[src/hdl/tcnb_pkg.sv]
// Shared types, widths, register indexes and reset values of the neighbour binner.
`timescale 1ns / 1ps

package tcnb_pkg;

    // field widths
    localparam int CENTER_W = 10;
    localparam int TYPE_W   = 2;
    localparam int NIDX_W   = 16;
    localparam int NID_W    = 17;
    localparam int POS_W    = 24;
    localparam int DELTA_W  = 25;
    localparam int SLOT_W   = 7;
    localparam int COUNT_W  = 8;
    localparam int CFG_SQ_W = 40;
    localparam int TMAP_W   = 8;

    // arithmetic widths
    localparam int PROD_W = 49;              // one squared delta
    localparam int RSQ_W  = 50;              // sum of three squares
    localparam int ROOT_W = CFG_SQ_W / 2;    // root of a value within the cutoff
    localparam int REM_W  = ROOT_W + 2;

    // type counters, one per model type code
    localparam int TYPE_SLOTS = 4;

    // stream widths
    localparam int IN_DATA_W  = 176;
    localparam int OUT_DATA_W = 136;

    // configuration port
    localparam int APB_ADDR_W = 5;
    localparam int APB_DATA_W = 64;
    localparam int REG_IDX_W  = 2;

    localparam logic [REG_IDX_W-1:0] REG_CUTOFF   = 2'd0;
    localparam logic [REG_IDX_W-1:0] REG_CLOSE    = 2'd1;
    localparam logic [REG_IDX_W-1:0] REG_TYPE_MAP = 2'd2;

    localparam logic [CFG_SQ_W-1:0] CUTOFF_RST = 40'd603979776;
    localparam logic [CFG_SQ_W-1:0] CLOSE_RST  = 40'd13589545;   // 0.81 square Angstrom
    localparam logic [TMAP_W-1:0]   TMAP_RST   = 8'd228;         // identity map

    typedef struct packed {
        logic [CFG_SQ_W-1:0] cutoff_sq;
        logic [CFG_SQ_W-1:0] close_sq;
        logic [TMAP_W-1:0]   type_map;
    } t_cfg;

    typedef struct packed {
        logic              clear;
        logic              bump;
        logic [TYPE_W-1:0] mtype;
    } t_cnt_req;

    typedef struct packed {
        logic              grant;
        logic [SLOT_W-1:0] slot;
    } t_cnt_rsp;

endpackage

[src/hdl/typed_cutoff_neighbor_binner.sv]
// Top level of the typed cutoff neighbour binner: sequencer, pair registers, output stage.
`timescale 1ns / 1ps

// Each request on the input stream is one candidate pair; a pair within the cutoff gives one
// result on the output stream, others give none. The block takes one pair at a time: a pair
// within the cutoff is accepted, the shared multiplier squares and sums the three deltas, a
// compare against the cutoff follows, then the bit-serial square root runs and the result is
// loaded into the output register once that register is free. A pair beyond the cutoff ends
// at the compare and a pair whose centre index is out of range ends at its accept. A finished
// result waits in the output register while the next pair is already being worked on.
// Configuration registers sit at byte addresses 0 (cutoff_sq), 8 (close_sq) and 16
// (type_map); they are to be written only while the block is idle, and the block itself
// does not enforce this.

module typed_cutoff_neighbor_binner
    import tcnb_pkg::*;
#(
    parameter int NBR_LIMIT = 128,
    parameter int NUM_TYPES = 4,
    parameter int MAX_ATOMS = 1024
) (
    input  logic                  i_clk,
    input  logic                  i_rst_n,
    // pair requests
    input  logic                  s_axis_tvalid,
    output logic                  s_axis_tready,
    // center_index, center_type, neighbor_index, neighbor_type,
    // center_x, center_y, center_z, neighbor_x, neighbor_y, neighbor_z, zero fill
    input  logic [IN_DATA_W-1:0]  s_axis_tdata,
    // first_of_center
    input  logic [0:0]            s_axis_tuser,
    // results
    output logic                  m_axis_tvalid,
    input  logic                  m_axis_tready,
    // out_center, center_model_type, neighbor_model_type, slot, neighbor_id,
    // distance, delta_x, delta_y, delta_z, zero fill
    output logic [OUT_DATA_W-1:0] m_axis_tdata,
    // too_close, overflow
    output logic [1:0]            m_axis_tuser,
    // configuration
    input  logic                  psel,
    input  logic                  penable,
    input  logic                  pwrite,
    input  logic [APB_ADDR_W-1:0] paddr,
    input  logic [APB_DATA_W-1:0] pwdata,
    output logic [APB_DATA_W-1:0] prdata,
    output logic                  pready
);

    localparam logic [NIDX_W:0] ATOM_LIMIT = (NIDX_W + 1)'(MAX_ATOMS);

    typedef enum logic [4:0] {
        S_IDLE = 5'b00001,
        S_SQ   = 5'b00010,
        S_CMP  = 5'b00100,
        S_ROOT = 5'b01000,
        S_EMIT = 5'b10000
    } t_state;

    t_state r_state, n_state;

    t_cfg     w_cfg;
    t_cnt_req w_cnt_req;
    t_cnt_rsp w_cnt_rsp;

    // input fields
    logic [CENTER_W-1:0]      w_center;
    logic [TYPE_W-1:0]        w_ctype;
    logic [NIDX_W-1:0]        w_nidx;
    logic [TYPE_W-1:0]        w_ntype;
    logic signed [POS_W-1:0]  w_cx, w_cy, w_cz, w_nx, w_ny, w_nz;

    logic                     w_accept;
    logic                     w_in_range;
    logic                     w_beyond;
    logic                     w_load;
    logic [RSQ_W-1:0]         w_rsq;
    logic                     w_sq_done;
    logic [ROOT_W-1:0]        w_root;
    logic                     w_root_done;

    // pair registers
    logic [CENTER_W-1:0]      r_center;
    logic [TYPE_W-1:0]        r_cmt;
    logic [TYPE_W-1:0]        r_nmt;
    logic [NID_W-1:0]         r_nid;
    logic signed [DELTA_W-1:0] r_dx, r_dy, r_dz;
    logic [SLOT_W-1:0]        r_slot;
    logic                     r_ovf;
    logic                     r_close;

    // output stage
    logic                     r_out_valid;
    logic [OUT_DATA_W-1:0]    r_out_data;
    logic [1:0]               r_out_user;

    // unpack the request
    assign w_center = s_axis_tdata[9:0];
    assign w_ctype  = s_axis_tdata[11:10];
    assign w_nidx   = s_axis_tdata[27:12];
    assign w_ntype  = s_axis_tdata[29:28];
    assign w_cx     = s_axis_tdata[53:30];
    assign w_cy     = s_axis_tdata[77:54];
    assign w_cz     = s_axis_tdata[101:78];
    assign w_nx     = s_axis_tdata[125:102];
    assign w_ny     = s_axis_tdata[149:126];
    assign w_nz     = s_axis_tdata[173:150];

    assign s_axis_tready = (r_state == S_IDLE);
    assign w_accept      = s_axis_tvalid && s_axis_tready;
    assign w_in_range    = ((NIDX_W + 1)'(w_center) < ATOM_LIMIT);
    assign w_beyond      = (w_rsq > RSQ_W'(w_cfg.cutoff_sq));
    assign w_load        = (r_state == S_EMIT) && (!r_out_valid || m_axis_tready);

    // counter requests: clear on a new centre, claim a slot at the compare
    assign w_cnt_req.clear = w_accept && s_axis_tuser[0];
    assign w_cnt_req.bump  = (r_state == S_CMP) && !w_beyond;
    assign w_cnt_req.mtype = r_nmt;

    tcnb_regs u_regs (
        .i_clk   (i_clk),
        .i_rst_n (i_rst_n),
        .psel    (psel),
        .penable (penable),
        .pwrite  (pwrite),
        .paddr   (paddr),
        .pwdata  (pwdata),
        .prdata  (prdata),
        .pready  (pready),
        .o_cfg   (w_cfg)
    );

    tcnb_sqacc u_sqacc (
        .i_clk   (i_clk),
        .i_rst_n (i_rst_n),
        .i_start (w_accept && w_in_range),
        .i_dx    (r_dx),
        .i_dy    (r_dy),
        .i_dz    (r_dz),
        .o_rsq   (w_rsq),
        .o_done  (w_sq_done)
    );

    tcnb_isqrt u_isqrt (
        .i_clk      (i_clk),
        .i_rst_n    (i_rst_n),
        .i_start    (w_cnt_req.bump),
        .i_radicand (w_rsq[2*ROOT_W-1:0]),
        .o_root     (w_root),
        .o_done     (w_root_done)
    );

    tcnb_counts #(
        .NBR_LIMIT (NBR_LIMIT),
        .NUM_TYPES (NUM_TYPES)
    ) u_counts (
        .i_clk   (i_clk),
        .i_rst_n (i_rst_n),
        .i_req   (w_cnt_req),
        .o_rsp   (w_cnt_rsp)
    );

    // sequencer
    always_comb begin
        n_state = r_state;
        case (r_state)
            S_IDLE: if (w_accept && w_in_range) n_state = S_SQ;
            S_SQ:   if (w_sq_done) n_state = S_CMP;
            S_CMP:  n_state = w_beyond ? S_IDLE : S_ROOT;
            S_ROOT: if (w_root_done) n_state = S_EMIT;
            S_EMIT: if (w_load) n_state = S_IDLE;
            default: n_state = S_IDLE;
        endcase
    end

    always_ff @(posedge i_clk) begin
        if (!i_rst_n) begin
            r_state <= S_IDLE;
        end else begin
            r_state <= n_state;
        end
    end

    // capture the pair, map types and form the deltas
    always_ff @(posedge i_clk) begin
        if (w_accept) begin
            r_center <= w_center;
            r_cmt    <= w_cfg.type_map[2*w_ctype +: TYPE_W];
            r_nmt    <= w_cfg.type_map[2*w_ntype +: TYPE_W];
            r_nid    <= NID_W'(w_nidx) + 1'b1;
            r_dx     <= DELTA_W'(w_nx) - DELTA_W'(w_cx);
            r_dy     <= DELTA_W'(w_ny) - DELTA_W'(w_cy);
            r_dz     <= DELTA_W'(w_nz) - DELTA_W'(w_cz);
        end
        if (r_state == S_CMP) begin
            r_slot  <= w_cnt_rsp.slot;
            r_ovf   <= !w_cnt_rsp.grant;
            r_close <= (w_rsq < RSQ_W'(w_cfg.close_sq));
        end
    end

    // output register: hold until taken
    always_ff @(posedge i_clk) begin
        if (!i_rst_n) begin
            r_out_valid <= 1'b0;
        end else if (w_load) begin
            r_out_valid <= 1'b1;
        end else if (m_axis_tready) begin
            r_out_valid <= 1'b0;
        end
    end

    always_ff @(posedge i_clk) begin
        if (w_load) begin
            r_out_data <= {3'b000, r_dz, r_dy, r_dx, w_root, r_nid, r_slot,
                           r_nmt, r_cmt, r_center};
            r_out_user <= {r_ovf, r_close};
        end
    end

    assign m_axis_tvalid = r_out_valid;
    assign m_axis_tdata  = r_out_data;
    assign m_axis_tuser  = r_out_user;

    // a result that waits to load is in the output register on the next cycle
    a_emit_loads: assert property (@(posedge i_clk) disable iff (!i_rst_n)
        (r_state == S_EMIT) && (!r_out_valid || m_axis_tready)
        |=> m_axis_tvalid && s_axis_tready)
        else $error("result not loaded after emit");

    // an overflowed pair carries slot zero
    a_ovf_slot: assert property (@(posedge i_clk) disable iff (!i_rst_n)
        m_axis_tvalid && m_axis_tuser[1] |-> (m_axis_tdata[20:14] == '0))
        else $error("overflow result with nonzero slot");

    // a centre out of range leaves the block ready at once
    a_range_skip: assert property (@(posedge i_clk) disable iff (!i_rst_n)
        w_accept && !w_in_range |=> s_axis_tready)
        else $error("out of range centre started work");

    // square root only runs for a pair within the cutoff
    a_root_state: assert property (@(posedge i_clk) disable iff (!i_rst_n)
        w_root_done |-> (r_state == S_ROOT) && ($past(r_state) == S_ROOT))
        else $error("square root finished outside its state");

endmodule

[src/hdl/tcnb_regs.sv]
// Configuration register file behind the APB-style port.
`timescale 1ns / 1ps

module tcnb_regs
    import tcnb_pkg::*;
(
    input  logic                  i_clk,
    input  logic                  i_rst_n,
    input  logic                  psel,
    input  logic                  penable,
    input  logic                  pwrite,
    input  logic [APB_ADDR_W-1:0] paddr,
    input  logic [APB_DATA_W-1:0] pwdata,
    output logic [APB_DATA_W-1:0] prdata,
    output logic                  pready,
    output t_cfg                  o_cfg
);

    t_cfg                 r_cfg;
    logic                 w_write;
    logic [REG_IDX_W-1:0] w_idx;

    assign pready  = 1'b1;
    assign w_write = psel & penable & pwrite;
    assign w_idx   = paddr[APB_ADDR_W-1:3];
    assign o_cfg   = r_cfg;

    // write a register at the access phase
    always_ff @(posedge i_clk) begin
        if (!i_rst_n) begin
            r_cfg.cutoff_sq <= CUTOFF_RST;
            r_cfg.close_sq  <= CLOSE_RST;
            r_cfg.type_map  <= TMAP_RST;
        end else if (w_write) begin
            case (w_idx)
                REG_CUTOFF:   r_cfg.cutoff_sq <= pwdata[CFG_SQ_W-1:0];
                REG_CLOSE:    r_cfg.close_sq  <= pwdata[CFG_SQ_W-1:0];
                REG_TYPE_MAP: r_cfg.type_map  <= pwdata[TMAP_W-1:0];
                default: begin
                end
            endcase
        end
    end

    // read back
    always_comb begin
        case (w_idx)
            REG_CUTOFF:   prdata = APB_DATA_W'(r_cfg.cutoff_sq);
            REG_CLOSE:    prdata = APB_DATA_W'(r_cfg.close_sq);
            REG_TYPE_MAP: prdata = APB_DATA_W'(r_cfg.type_map);
            default:      prdata = '0;
        endcase
    end

endmodule

[src/hdl/tcnb_sqacc.sv]
// Shared multiplier that squares the three deltas in turn and sums them.
`timescale 1ns / 1ps

module tcnb_sqacc
    import tcnb_pkg::*;
(
    input  logic                      i_clk,
    input  logic                      i_rst_n,
    input  logic                      i_start,
    input  logic signed [DELTA_W-1:0] i_dx,
    input  logic signed [DELTA_W-1:0] i_dy,
    input  logic signed [DELTA_W-1:0] i_dz,
    output logic [RSQ_W-1:0]          o_rsq,
    output logic                      o_done
);

    localparam logic [1:0] STEP_LAST = 2'd3;

    logic                        r_busy;
    logic [1:0]                  r_step;
    logic                        r_done;
    logic [PROD_W-1:0]           r_prod;
    logic [RSQ_W-1:0]            r_acc;
    logic signed [DELTA_W-1:0]   w_op;
    logic signed [2*DELTA_W-1:0] w_sq;

    // pick the delta for this step
    always_comb begin
        case (r_step)
            2'd0:    w_op = i_dx;
            2'd1:    w_op = i_dy;
            default: w_op = i_dz;
        endcase
    end

    assign w_sq   = w_op * w_op;
    assign o_rsq  = r_acc;
    assign o_done = r_done;

    // step sequencing
    always_ff @(posedge i_clk) begin
        if (!i_rst_n) begin
            r_busy <= 1'b0;
            r_step <= '0;
            r_done <= 1'b0;
        end else begin
            r_done <= r_busy && (r_step == STEP_LAST);
            if (i_start) begin
                r_busy <= 1'b1;
                r_step <= '0;
            end else if (r_busy) begin
                r_step <= r_step + 2'd1;
                if (r_step == STEP_LAST) begin
                    r_busy <= 1'b0;
                end
            end
        end
    end

    // square into a register, then add that square to the sum on the next cycle
    always_ff @(posedge i_clk) begin
        if (i_start) begin
            r_acc <= '0;
        end else if (r_busy) begin
            r_prod <= w_sq[PROD_W-1:0];
            if (r_step != 2'd0) begin
                r_acc <= r_acc + RSQ_W'(r_prod);
            end
        end
    end

endmodule

[src/hdl/tcnb_isqrt.sv]
// Bit-serial integer square root, one result bit per cycle.
`timescale 1ns / 1ps

module tcnb_isqrt
    import tcnb_pkg::*;
(
    input  logic                i_clk,
    input  logic                i_rst_n,
    input  logic                i_start,
    input  logic [2*ROOT_W-1:0] i_radicand,
    output logic [ROOT_W-1:0]   o_root,
    output logic                o_done
);

    localparam int CNT_W = $clog2(ROOT_W);

    logic                r_busy;
    logic                r_done;
    logic [CNT_W-1:0]    r_cnt;
    logic [2*ROOT_W-1:0] r_rad;
    logic [REM_W-1:0]    r_rem;
    logic [ROOT_W-1:0]   r_root;
    logic [REM_W+1:0]    w_rem_sh;
    logic [REM_W+1:0]    w_trial;
    logic [REM_W+1:0]    w_diff;
    logic                w_fit;

    // bring down the next two radicand bits and try a one
    assign w_rem_sh = {r_rem, r_rad[2*ROOT_W-1 -: 2]};
    assign w_trial  = (REM_W + 2)'({r_root, 2'b01});
    assign w_diff   = w_rem_sh - w_trial;
    assign w_fit    = (w_rem_sh >= w_trial);

    assign o_root = r_root;
    assign o_done = r_done;

    // iteration count
    always_ff @(posedge i_clk) begin
        if (!i_rst_n) begin
            r_busy <= 1'b0;
            r_done <= 1'b0;
            r_cnt  <= '0;
        end else begin
            r_done <= r_busy && (r_cnt == '0);
            if (i_start) begin
                r_busy <= 1'b1;
                r_cnt  <= CNT_W'(ROOT_W - 1);
            end else if (r_busy) begin
                r_cnt <= r_cnt - 1'b1;
                if (r_cnt == '0) begin
                    r_busy <= 1'b0;
                end
            end
        end
    end

    // one restoring step
    always_ff @(posedge i_clk) begin
        if (i_start) begin
            r_rad  <= i_radicand;
            r_rem  <= '0;
            r_root <= '0;
        end else if (r_busy) begin
            r_rad <= {r_rad[2*ROOT_W-3:0], 2'b00};
            if (w_fit) begin
                r_rem  <= w_diff[REM_W-1:0];
                r_root <= {r_root[ROOT_W-2:0], 1'b1};
            end else begin
                r_rem  <= w_rem_sh[REM_W-1:0];
                r_root <= {r_root[ROOT_W-2:0], 1'b0};
            end
        end
    end

endmodule

[src/hdl/tcnb_counts.sv]
// Per-centre slot counters, one for each neighbour model type.
`timescale 1ns / 1ps

module tcnb_counts
    import tcnb_pkg::*;
#(
    parameter int NBR_LIMIT = 128,
    parameter int NUM_TYPES = 4
) (
    input  logic     i_clk,
    input  logic     i_rst_n,
    input  t_cnt_req i_req,
    output t_cnt_rsp o_rsp
);

    localparam logic [COUNT_W-1:0]  CNT_LIMIT  = COUNT_W'(NBR_LIMIT);
    localparam logic [TYPE_W:0]     TYPE_LIMIT = (TYPE_W + 1)'(NUM_TYPES);

    logic [COUNT_W-1:0] r_cnt [TYPE_SLOTS];
    logic [COUNT_W-1:0] w_cur;
    logic               w_grant;

    // a slot is free when the type is supported and its group not full
    assign w_cur   = r_cnt[i_req.mtype];
    assign w_grant = ({1'b0, i_req.mtype} < TYPE_LIMIT) && (w_cur < CNT_LIMIT);

    assign o_rsp.grant = w_grant;
    assign o_rsp.slot  = w_grant ? w_cur[SLOT_W-1:0] : '0;

    // clear on a new centre, advance on a granted slot
    always_ff @(posedge i_clk) begin
        if (!i_rst_n || i_req.clear) begin
            for (int t = 0; t < TYPE_SLOTS; t++) begin
                r_cnt[t] <= '0;
            end
        end else if (i_req.bump && w_grant) begin
            r_cnt[i_req.mtype] <= w_cur + 1'b1;
        end
    end

endmodule
[config.mk]
export PLATFORM = sky130hd
export DESIGN_NAME = typed_cutoff_neighbor_binner
export DESIGN_NICKNAME = d
export VERILOG_FILES = /design/src/hdl/tcnb_pkg.sv /design/src/hdl/typed_cutoff_neighbor_binner.sv /design/src/hdl/tcnb_regs.sv /design/src/hdl/tcnb_sqacc.sv /design/src/hdl/tcnb_isqrt.sv /design/src/hdl/tcnb_counts.sv
export SDC_FILE = /design/constraint.sdc
export NUM_CORES = 2
export LEC_CHECK = 0
export BUFFER_PORTS_ARGS = -buffer_cell sky130_fd_sc_hd__buf_2
export CAP_MARGIN = 20
export CORE_ASPECT_RATIO = 0.9
export CORE_MARGIN = 2
export CORE_UTILIZATION = 35
export CTS_BUF_LIST = sky130_fd_sc_hd__clkbuf_8
export DETAILED_ROUTE_END_ITERATION = 12
export SYNTH_ARGS = -nofsm -noshare
export SYNTH_HDL_FRONTEND = slang
export SYNTH_SLANG_ARGS = --single-unit
[constraint.sdc]
create_clock -name i_clk -period 9.05 [get_ports i_clk]
set_input_delay 1.3575 -clock i_clk [delete_from_list [all_inputs] [get_ports i_clk]]
set_output_delay 1.3575 -clock i_clk [all_outputs]
set_load 0.1 [all_outputs]
### After elaboration in Yosys (flattened, before gate mapping)

Memories as Yosys holds them, arrays and structs flattened. A register that Yosys moved wholly into a read port is not among the register bits.
Index checks and enable logic that the tools add are counted.

| word-level totals | value |
|---|---|
| register bits after elaboration | 536 |
| memory bits (writable) | 32 |
| output and inout bits | 205 |
| word-level logic and storage cells | 122 |
| memories | 1 |

| operators by class | value |
|---|---|
| $add $sub $neg | 9 |
| multipliers | 1 |
| order comparisons | 4 |
| equality and inequality tests | 13 |
| shift-type cells | 2 |
| mux-type cells | 31 |
| bitwise logic cells | 4 |
| reductions and logical operators | 28 |

Memory list:

| name | depth | bits a word | read ports | clocked after memory_dff | write ports | line | RTL |
|---|---|---|---|---|---|---|---|
| u_counts.r_cnt | 4 | 8 | 1 | 1 | 4 | tcnb_counts.sv:19 | `logic [COUNT_W-1:0] r_cnt [TYPE_SLOTS];` |

Operator list:

| kind | count |
|---|---|
| 40-bit one-hot mux with 3 select lines | 1 |
| 40-bit 2-to-1 mux | 2 |
| 24-bit by 24-bit subtractor with 25-bit output | 3 |
| 50-bit by 49-bit adder with 50-bit output | 1 |
| 50-bit by 40-bit greater-than comparator with 1-bit output | 1 |
| 50-bit by 40-bit less-than comparator with 1-bit output | 1 |
| 25-bit one-hot mux with 2 select lines | 1 |
| 25-bit by 25-bit multiplier with 49-bit output | 1 |
| 5-bit 2-to-1 mux | 6 |
| 5-bit one-hot mux with 5 select lines | 1 |
| 24-bit by 22-bit >= comparator with 1-bit output | 1 |
| 22-bit 2-to-1 mux | 1 |
| 22-bit subtractor | 1 |
| 16-bit by 1-bit adder with 17-bit output, second input constant | 1 |
| 8-bit by 4-bit variable part select with 2-bit output | 2 |
| 1-bit 2-to-1 mux | 15 |
| 2-bit AND reduction | 5 |
| 8-bit by 1-bit adder with 8-bit output, second input constant | 1 |
| 8-bit less-than comparator, second input constant | 1 |
| 8-bit 2-to-1 mux | 1 |
| 8-bit OR reduction | 1 |
| 1-bit logical AND | 7 |
| 2-bit by 1-bit inequality test with 1-bit output, second input constant | 3 |
| 2-bit nonzero test | 3 |
| other kinds (20) | 31 |

### Depth between registers and ports, before layout

| depth | value |
|---|---|
| depth after elaboration | 9 |
| depth in mapped cells | 35 |
| gate-level depth less buffers | 32 |

### Modules after synthesis

From an unflattened synthesis, not the netlist that was laid out.

| second synthesis, totals | value |
|---|---|
| cell total of the unflattened synthesis | 5177 |
| area, all modules | 51395.5 um^2 |

By module, submodules not included:

| module | times used | cells each | area each (um^2) | seq. area each (um^2) |
|---|---|---|---|---|
| tcnb_sqacc | 1 | 2903 | 26515.4 | 2522.4 |
| typed_cutoff_neighbor_binner | 1 | 1184 | 14043.5 | 7627.3 |
| tcnb_isqrt | 1 | 494 | 4944.7 | 2182.1 |
| tcnb_regs | 1 | 480 | 4329.2 | 1761.7 |
| tcnb_counts | 1 | 116 | 1562.7 | 960.9 |

### Worst setup path before layout

OpenSTA, ideal clock, no wires.

| path | value |
|---|---|
| path kind | reg-to-reg |
| from | register u_sqacc.r_step[0] |
| to | register u_sqacc.r_prod[47], data pin |
| arrival time | 8797 ps |
| slack | 118 ps |
| cell stages (with the launch flop) | 31 |
| buffers on the path | 3 |
| clock period less this slack | 8932 ps |
| cell sequence | dfxtp_1 > inv_1 > ha_1 > clkbuf_1 > nor2_1 > clkbuf_1 > a21o_1 > clkinv_1 > clkbuf_1 > nor2_1 > fa_1 > fa_1 > inv_1 > fa_1 > inv_1 > fa_1 > fa_1 > fa_1 > inv_1 > fa_1 > inv_1 > ha_1 > a21oi_1 > nor2b_1 > o21ai_0 > nand2b_1 > a21oi_1 > and2b_1 > a311o_1 > or4b_1 > nand3_1 |

| on the way | value |
|---|---|
| cells in the longest elaborated chain, start to end | 3 |

RTL lines:

| what | line | RTL |
|---|---|---|
| from (decl) | tcnb_sqacc.sv:20 | `logic [1:0] r_step;` |
| from (signal assigned) | tcnb_sqacc.sv:52 | `r_step <= r_step + 2'd1;` |
| 2-bit by 1-bit == test with 1-bit output or 2-bit logical NOT (tied branches) | tcnb_sqacc.sv:29 | `case (r_step)` |
| 25-bit one-hot mux with 2 select lines * | tcnb_sqacc.sv:29 |  |
| 25-bit by 25-bit multiplier with 49-bit output * | tcnb_sqacc.sv:36 | `assign w_sq = w_op * w_op;` |
| via u_sqacc.w_sq[47] | tcnb_sqacc.sv:25 | `logic signed [2*DELTA_W-1:0] w_sq;` |
| to (signal assigned) | tcnb_sqacc.sv:65 | `r_prod <= w_sq[PROD_W-1:0];` |
| to (decl) | tcnb_sqacc.sv:22 | `logic [PROD_W-1:0] r_prod;` |

The timed path passes the listed nets; every way through them passes the cells marked *.
A chain may end at the register's enable or synchronous reset.

### Worst setup path after layout

Ends and elaborated chain as after synthesis.

==> impl_metrics.json <==
{
  "crit_start": "u_sqacc.r_step[0]$_SDFFE_PP0P_",
  "synthFlopType": "edfxtp_1",
  "grt_pass1_vias": 37100,
  "clock_skew_ps": 69.9,
  "dieArea_mm2": 0.147,
  "die_y_um": 364,
  "die_x_um": 404,
  "fp.coreArea_mm2": 0.142,
  "finalNetCount": 6827,
  "cp_max_fo": 23,
  "drv_cap": 0,
  "fin_crit_sh_pct": 96.6,
  "dp_hpwl_um": 107000,
  "ys.warnings.count": 0,
  "final_common_cell": "inv_1",
  "worstSetupPathType": "reg2reg",
  "grt_pass1_wl_um": 207000,
  "fillers": 14100,
  "hold_depth": 0,
  "relSlewSlack_pct": 30.1,
  "synth-edff-count": 370,
  "cp.required_ps": 9680,
  "layout_common_cells": "inv_1 (1012), nand2_1 (645), fa_1 (602)",
  "via_per_inst": 4.84,
  "antenna_found_initial": 14,
  "crit_path_max_incr_delay_ps": 570,
  "clkLatencyLatePin_ps": 790,
  "ant_nets": 0,
  "max_freq_ghz": 0.114,
  "synth_area_mm2": 0.0503,
  "syn_area_per_cell_um2": 9.74,
  "fin_setup_tns_ps": 0,
  "cp_slowest_cell": "fa_1",
  "worst_slew_pin_slew_ps": 1050,
  "ios": 458,
  "drive_above_1_share_pct": 12.4,
  "drt-total-wl_um": 132000,
  "avgRoutedWirePerCell_um": 17.5,
  "cp.arrival_ps": 9370,
  "place_inst": 7359,
  "critPathLaunchType": "flip-flop",
  "h-tree-depth": 3,
  "drc": 0,
  "status": "finished clean",
  "rsz0062_at_grt": "no",
  "clock-root-buffer": "clkbuf_8",
  "cts_inserted_buffers": 95,
  "yosysUniqueCellTypes": 83,
  "layout_min_cycle_time_ps": 8740,
  "crit_path_end_kind": "flip-flop",
  "slew_violations": 0,
  "syn_to_final_growth_pct": 13.0,
  "multi_input_area_mm2": 0.0308,
  "first_pass_iters": 5,
  "start_util_pct": 35.4,
  "grt_overflow": 0,
  "ff2ff_path_depth": 29,
  "yosysSeqAreaShare_pct": 30.0,
  "synth_async_sr_flop_share_pct": 0,
  "port_buffers": 400,
  "layoutNonFillerInstCount": 7549,
  "syn_inst": 5164,
  "ff_latch_area_mm2": 0.0151,
  "hp-start": "r_center[2]$_DFFE_PP_",
  "ctsLongestPathBuffers": 3,
  "dr.first_iter.drc_count": 2299,
  "cts_sinks": 569,
  "hp-class": "reg2reg",
  "critPathMostFrequentCell": "fa_1",
  "num_rows": 131,
  "rr_startpoint": "u_sqacc.r_step[0]$_SDFFE_PP0P_",
  "gp_congestion": 0.917,
  "hold_viol": 0,
  "grt_usage_pct": 18.0,
  "ys_seq_elements": 569,
  "cts_tree": "built",
  "clkTransAtPathRegs_ps": 70,
  "setup_viol": 0,
  "grt_max_degree": 108,
  "vias": 36600
}
## worst max-delay path, delay by kind of cell, from the launching register on
family | cells | cell delay (ps)
buf+inv | 7 | 1090
fa+ha+maj | 9 | 4220
simple gates | 5 | 840
flops | 1 | 390
compound gates | 8 | 2030
## routing by layer
| metal | routed length (µm) | global-route usage [%] | vias up |
|---|---|---|---|
| met5 | 56 | 0 | - |
| met4 | 3470 | 4.80 | 8 |
| met3 | 10200 | 4.35 | 202 |
| met2 | 60000 | 28.9 | 1095 |
| met1 | 58600 | 24.2 | 17700 |
| li1 | - | - | 17600 |
## registers in the layout (all words and copies together) (netlist names), 32 cells and up, named ones only
name            flops
m_axis_tdata      133
u_regs.o_cfg       88
u_sqacc.o_rsq      50
u_sqacc.r_prod     48
u_isqrt.r_rad      40
u_counts.r_cnt     32
## area by class of cell
class	count	area share, %
Timing Repair Buffer	503	4.99
Clock buffer	104	2.52
Tap cell	1862	4.10
Clock inverter	74	0.962
Antenna cell	7	0.0308
Sequential cell	569	26.6
Multi-Input combinational cell	3438	54.3
Inverter	992	6.58
## repair_timing
| item | 4_1_cts | 5_1_grt |
|---|---|---|
| setup endpoints to repair | 0 | 3 |
| setup buffers | 0 | 3 |
| resized for setup | 0 | 16 |
| hold buffers | 0 | 0 |
## final timing paths
| path | to | slack [ps] |
|---|---|---|
| worst max register to register | u_sqacc.r_prod[47]$_DFFE_PP_ | 310 |
| worst max-delay path | u_sqacc.r_prod[47]$_DFFE_PP_ | 310 |
| worst min register to register | m_axis_tdata[2]$_DFFE_PP_ | 410 |
| worst min-delay path | m_axis_tdata[2]$_DFFE_PP_ | 410 |
## Yosys cell counts (7+ instances only)
library cell	number	area, µm²
a211oi_1	45	338
a21boi_0	81	608
a21o_1	129	968
a21oi_1	235	1180
a22o_1	25	219
a31oi_1	19	119
and2_1	11	68.8
and3_1	30	188
buf_1	17	63.8
buf_4	28	210
clkbuf_1	144	541
dfxtp_1	199	3980
edfxtp_1	370	11100
fa_1	604	12100
ha_1	371	4640
inv_1	984	3690
mux2i_1	89	891
mux4_2	12	270
nand2_1	645	2420
nand2b_1	32	200
nand3_1	56	280
nand4_1	32	200
nor2_1	368	1380
nor2b_1	42	263
nor3_1	38	190
nor3b_1	7	52.6
nor4_1	8	50.1
o2111ai_1	8	70.1
o211ai_1	26	195
o21a_1	26	195
o21ai_0	118	591
o21ai_1	7	35.0
o21bai_1	20	150
o31ai_1	7	52.6
or2_2	12	75.1
or3_1	16	100
xnor2_1	139	1220
xor2_1	60	526
## through the flow
| step | setup slack [ps] | util, % | hold WS, ps | cell area (µm²) |
|---|---|---|---|---|
| 2_1_floorplan | 118 | - | 400 | 50400 |
| 3_3_place_gp | 241 | 38.5 | 400 | 54700 |
| 3_5_place_dp | 137 | 38.5 | 405 | 54700 |
| 4_1_cts | 114 | 39.9 | 407 | 56700 |
| 5_1_grt | 3.02 | 39.9 | 408 | 56800 |
| 6_report | 307 | 39.9 | 411 | 56800 |
## kinds of logic (layout without fill, tap and decap cells)
group | after synthesis | in the layout | synth area share [%]
buffers and inverters | 1183 | 1673 | 9.04
AO/OA/AOI/OAI | 817 | 817 | 10.7
AND/OR/NAND/NOR | 1316 | 1316 | 11.2
adder cells (fa/ha/maj) | 975 | 975 | 33.3
XOR/XNOR | 199 | 199 | 3.47
other | 2 | 35 | 0.0149
flip-flops | 569 | 569 | 30.0
multiplexers | 103 | 103 | 2.35
Power is not shown: default switching activity piles up to over one toggle a cycle in this logic, so the estimate is an artifact.
